<file path="src/sv/plmst_ram.sv">
// ----------------------------------------------------------------------------
// plmst_ram
// generic single write port ram with registered read
// ----------------------------------------------------------------------------
module plmst_ram #(
  parameter int WIDTH = 8,
  parameter int DEPTH = 16
) (
  input  logic                     clk,
  input  logic                     we,
  input  logic [$clog2(DEPTH)-1:0] waddr,
  input  logic [WIDTH-1:0]         wdata,
  input  logic [$clog2(DEPTH)-1:0] raddr,
  output logic [WIDTH-1:0]         rdata
);

  logic [WIDTH-1:0] mem [DEPTH];

  always_ff @(posedge clk) begin
    if (we) begin
      mem[waddr] <= wdata;
    end
    rdata <= mem[raddr];
  end

endmodule

</file>
<file path="config.mk">
export PLATFORM = sky130hd
export DESIGN_NAME = plmst_ram
export DESIGN_NICKNAME = d
export VERILOG_FILES = /design/src/sv/plmst_ram.sv
export SDC_FILE = /design/constraint.sdc
export NUM_CORES = 1
export LEC_CHECK = 0
export BUFFER_PORTS_ARGS = -buffer_cell sky130_fd_sc_hd__buf_2
export CAP_MARGIN = 25
export CELL_PAD_IN_SITES_DETAIL_PLACEMENT = 2
export CELL_PAD_IN_SITES_GLOBAL_PLACEMENT = 2
export CORE_ASPECT_RATIO = 0.7
export CORE_MARGIN = 3
export CORE_UTILIZATION = 38
export CTS_CLUSTER_DIAMETER = 30
export CTS_CLUSTER_SIZE = 24
export DETAILED_ROUTE_END_ITERATION = 8
export PLACE_DENSITY_LB_ADDON = 0.25
export SYNTH_ARGS = -nofsm -noshare
export SYNTH_HDL_FRONTEND = slang
export SYNTH_SLANG_ARGS = --single-unit
</file>
<file path="constraint.sdc">
create_clock -name clk -period 2.9 [get_ports clk]
set_input_delay 0.58 -clock clk [delete_from_list [all_inputs] [get_ports clk]]
set_output_delay 0.58 -clock clk [all_outputs]
set_load 0.02 [all_outputs]
</file>
==> qor.csv <==
metric,value,unit
highest fanout seen on the critical path,9,
post-route setup TNS,0,ps
count of endpoints failing setup in the final report,0,
synthesized area,5150,um2
Syn Inst Count,229,
area of the core,12800,um2
total congestion overflow,0,
pin slew with the least headroom to its limit,727,ps
die area,15000,um2
Total Nets Final,303,
Worst Setup End Kind,flop,
Yosys reg bits,136,
Worst-path clk slew,60,ps
Area Overhead vs Synth,19.5,%
status,completed,
synthesized netlist net count,247,
number of iterations in the first detailed-routing pass,4,
half-perimeter wire length after placement,7.59,mm
global-route wire length before repair,17.6,mm
die extent in y,103,um
"Slowest-stage cell, CP",sky130_fd_sc_hd__mux4_1,
path length in cells of the critical path,5,
required time worst endpoint,3200,ps
die width,145,um
number of global-route vias before repair,2803,
starting utilization of the core area,40.2,%
post-route fraction of the period consumed by the critical path,60.1,%
most common library cell in the layout ignoring fill and taps,sky130_fd_sc_hd__edfxtp_1,
DR vias/cell,5.17,
classification of the worst setup path,primary input to flop,
cell depth of the worst hold path,1,
sinks on the clock net,136,
cell count of the worst reg-to-reg path,3,
power per standard cell area,739,nW/um2
Highest Clock Rate,574,MHz
Yosys warning count,0,
library cell used as clock root buffer,sky130_fd_sc_hd__clkbuf_16,
num ports,26,
PostCTS Resize Cnt,0,
DRT Wirelength,11.7,mm
latest clock arrival within the worst-skew pair,410,ps
family with the most delay on the worst path,multiplexers,
number of remaining DRC errors,0,
Antenna Nets Post-Route,0,
Synth Area per Inst,22.5,um2
CTS Buf Count,17,
Critical Path Max Stage Delay,580,ps
share of synthesized area occupied by flip-flops and latches,77.8,%
Max Root-Sink Buffers,2,
TritonCTS clock tree,yes,
H-tree depth reported by CTS,4,
final worst path period need,1740,ps
share of final-layout standard cells stronger than drive strength 1,31.9,%
P_leak,0.00209,uW
slack of the worst reg-to-reg path,1550,ps
Rel. slew slack,51.4,%
average wire per cell in the routed design,24.4,um
drt first-iter violations,157,
antenna fix cells,0,
number of buffers inserted by port buffering,25,
count of final max-slew check failures,0,
RD Place Congestion,0.689,
GRT Resource Usage Total,16.8,%
vias,2469,
data arrival time of the critical path,2040,ps
setup fix buffers added after clock tree synthesis,0,
# hold bufs at CTS,0,
pin count of the biggest net entering global routing,17,
number of placement rows,34,
count of unique library cells instantiated by Yosys,19,
reported max-cap violation count,0,
hold violation total from the final report,0,
path class of the lowest-slack min-delay path,primary input to flop,
"top library cells by usage in the layout, fill and taps aside","sky130_fd_sc_hd__edfxtp_1 (128), sky130_fd_sc_hd__buf_2 (25), sky130_fd_sc_hd__buf_4 (22)",
number of antenna violations at the first check in global routing,0,
worst vdd ir,0.363,mV
crit path cell chain,buf_2 > buf_4 > mux4_1 > a22oi_1 > nand2_1,
worst slack on hold paths,547,ps
Worst Path Buf+Inv,2,
RSZ-0062 raised after global routing,no,
worst clock skew on the final layout,9.28,ps
startpoint type of the worst setup path,primary input,
worst reg2reg max path: stages, from the launching register on:
cell and delay, ps:
sky130_fd_sc_hd__edfxtp_1 370, sky130_fd_sc_hd__mux4_1 530, sky130_fd_sc_hd__a22oi_1 260, sky130_fd_sc_hd__nand2_1 70
synth_stat cells:
cell type | instances | share of area, %
sky130_fd_sc_hd__buf_2 | 3 | 0.29
sky130_fd_sc_hd__nor2_1 | 13 | 0.95
sky130_fd_sc_hd__buf_6 | 3 | 0.66
sky130_fd_sc_hd__or3b_2 | 1 | 0.17
sky130_fd_sc_hd__clkdlybuf4s25_2 | 3 | 0.58
sky130_fd_sc_hd__mux4_2 | 18 | 7.9
sky130_fd_sc_hd__edfxtp_1 | 128 | 75
sky130_fd_sc_hd__nor3_1 | 4 | 0.39
sky130_fd_sc_hd__and2b_1 | 1 | 0.15
sky130_fd_sc_hd__nand3_1 | 1 | 0.097
sky130_fd_sc_hd__dfxtp_1 | 8 | 3.1
sky130_fd_sc_hd__nor2b_1 | 1 | 0.12
sky130_fd_sc_hd__mux4_1 | 14 | 7.1
sky130_fd_sc_hd__and2_1 | 1 | 0.12
sky130_fd_sc_hd__nand3b_1 | 2 | 0.29
sky130_fd_sc_hd__nand2b_1 | 2 | 0.24
sky130_fd_sc_hd__a22oi_1 | 16 | 2.3
sky130_fd_sc_hd__buf_4 | 1 | 0.15
sky130_fd_sc_hd__nand2_1 | 9 | 0.66
logic make-up after synthesis:
group                  synth area share [%]
AOI/OAI and AO/OA                      2.33
buffers and inverters                  1.68
DFF                                    77.8
muxes                                  15.0
and+or+nand+nor                        3.18
worst paths after layout:
| kind | endpoint | startpoint |
|---|---|---|
| worst max-delay path | rdata[5] | raddr[0] |
| worst min-delay path | mem[13][7] | wdata[7] |
| worst max register to register | rdata[2] | mem[8][2] |
| worst min register to register | rdata[4] | mem[12][4] |
sequential cells by signal, summed over array words and instances (netlist names):
signal,count
rdata,8
mem,128
per-stage QoR:
step	instance area (um2)	util (%)	total power (uW)	std cells	setup slack [ps]
floorplan	5150	-	2380	229	827
global placement	5580	43.6	2470	446	737
detailed placement	5580	43.6	2480	446	702
CTS	6150	48.0	4590	478	1120
global route	6150	48.0	4700	478	1060
finish	6150	48.0	4540	478	1160
report_power, final:
group | switching (uW) | internal [uW] | total [uW]
Clock | 841 | 1270 | 2110
Combinational | 130 | 87.5 | 218
Sequential | 16.0 | 2200 | 2210
routing by layer:
metal	wire length (um)	global-route usage, %	part of all wire, %
met1	5440	21.7	47
met2	5670	28.3	49
met3	459	4.75	3.9
met4	118	5.03	1.0
met5	0	0	0
area by class of cell:
cell class	count	area, um2
clock buffers	18	429
clock inverters	14	146
fillers	1169	6650
multi-input cells	83	1060
flip-flops and latches	136	4000
well taps	180	225
repair buffers	47	290
Power figures use the tool's default switching activity.
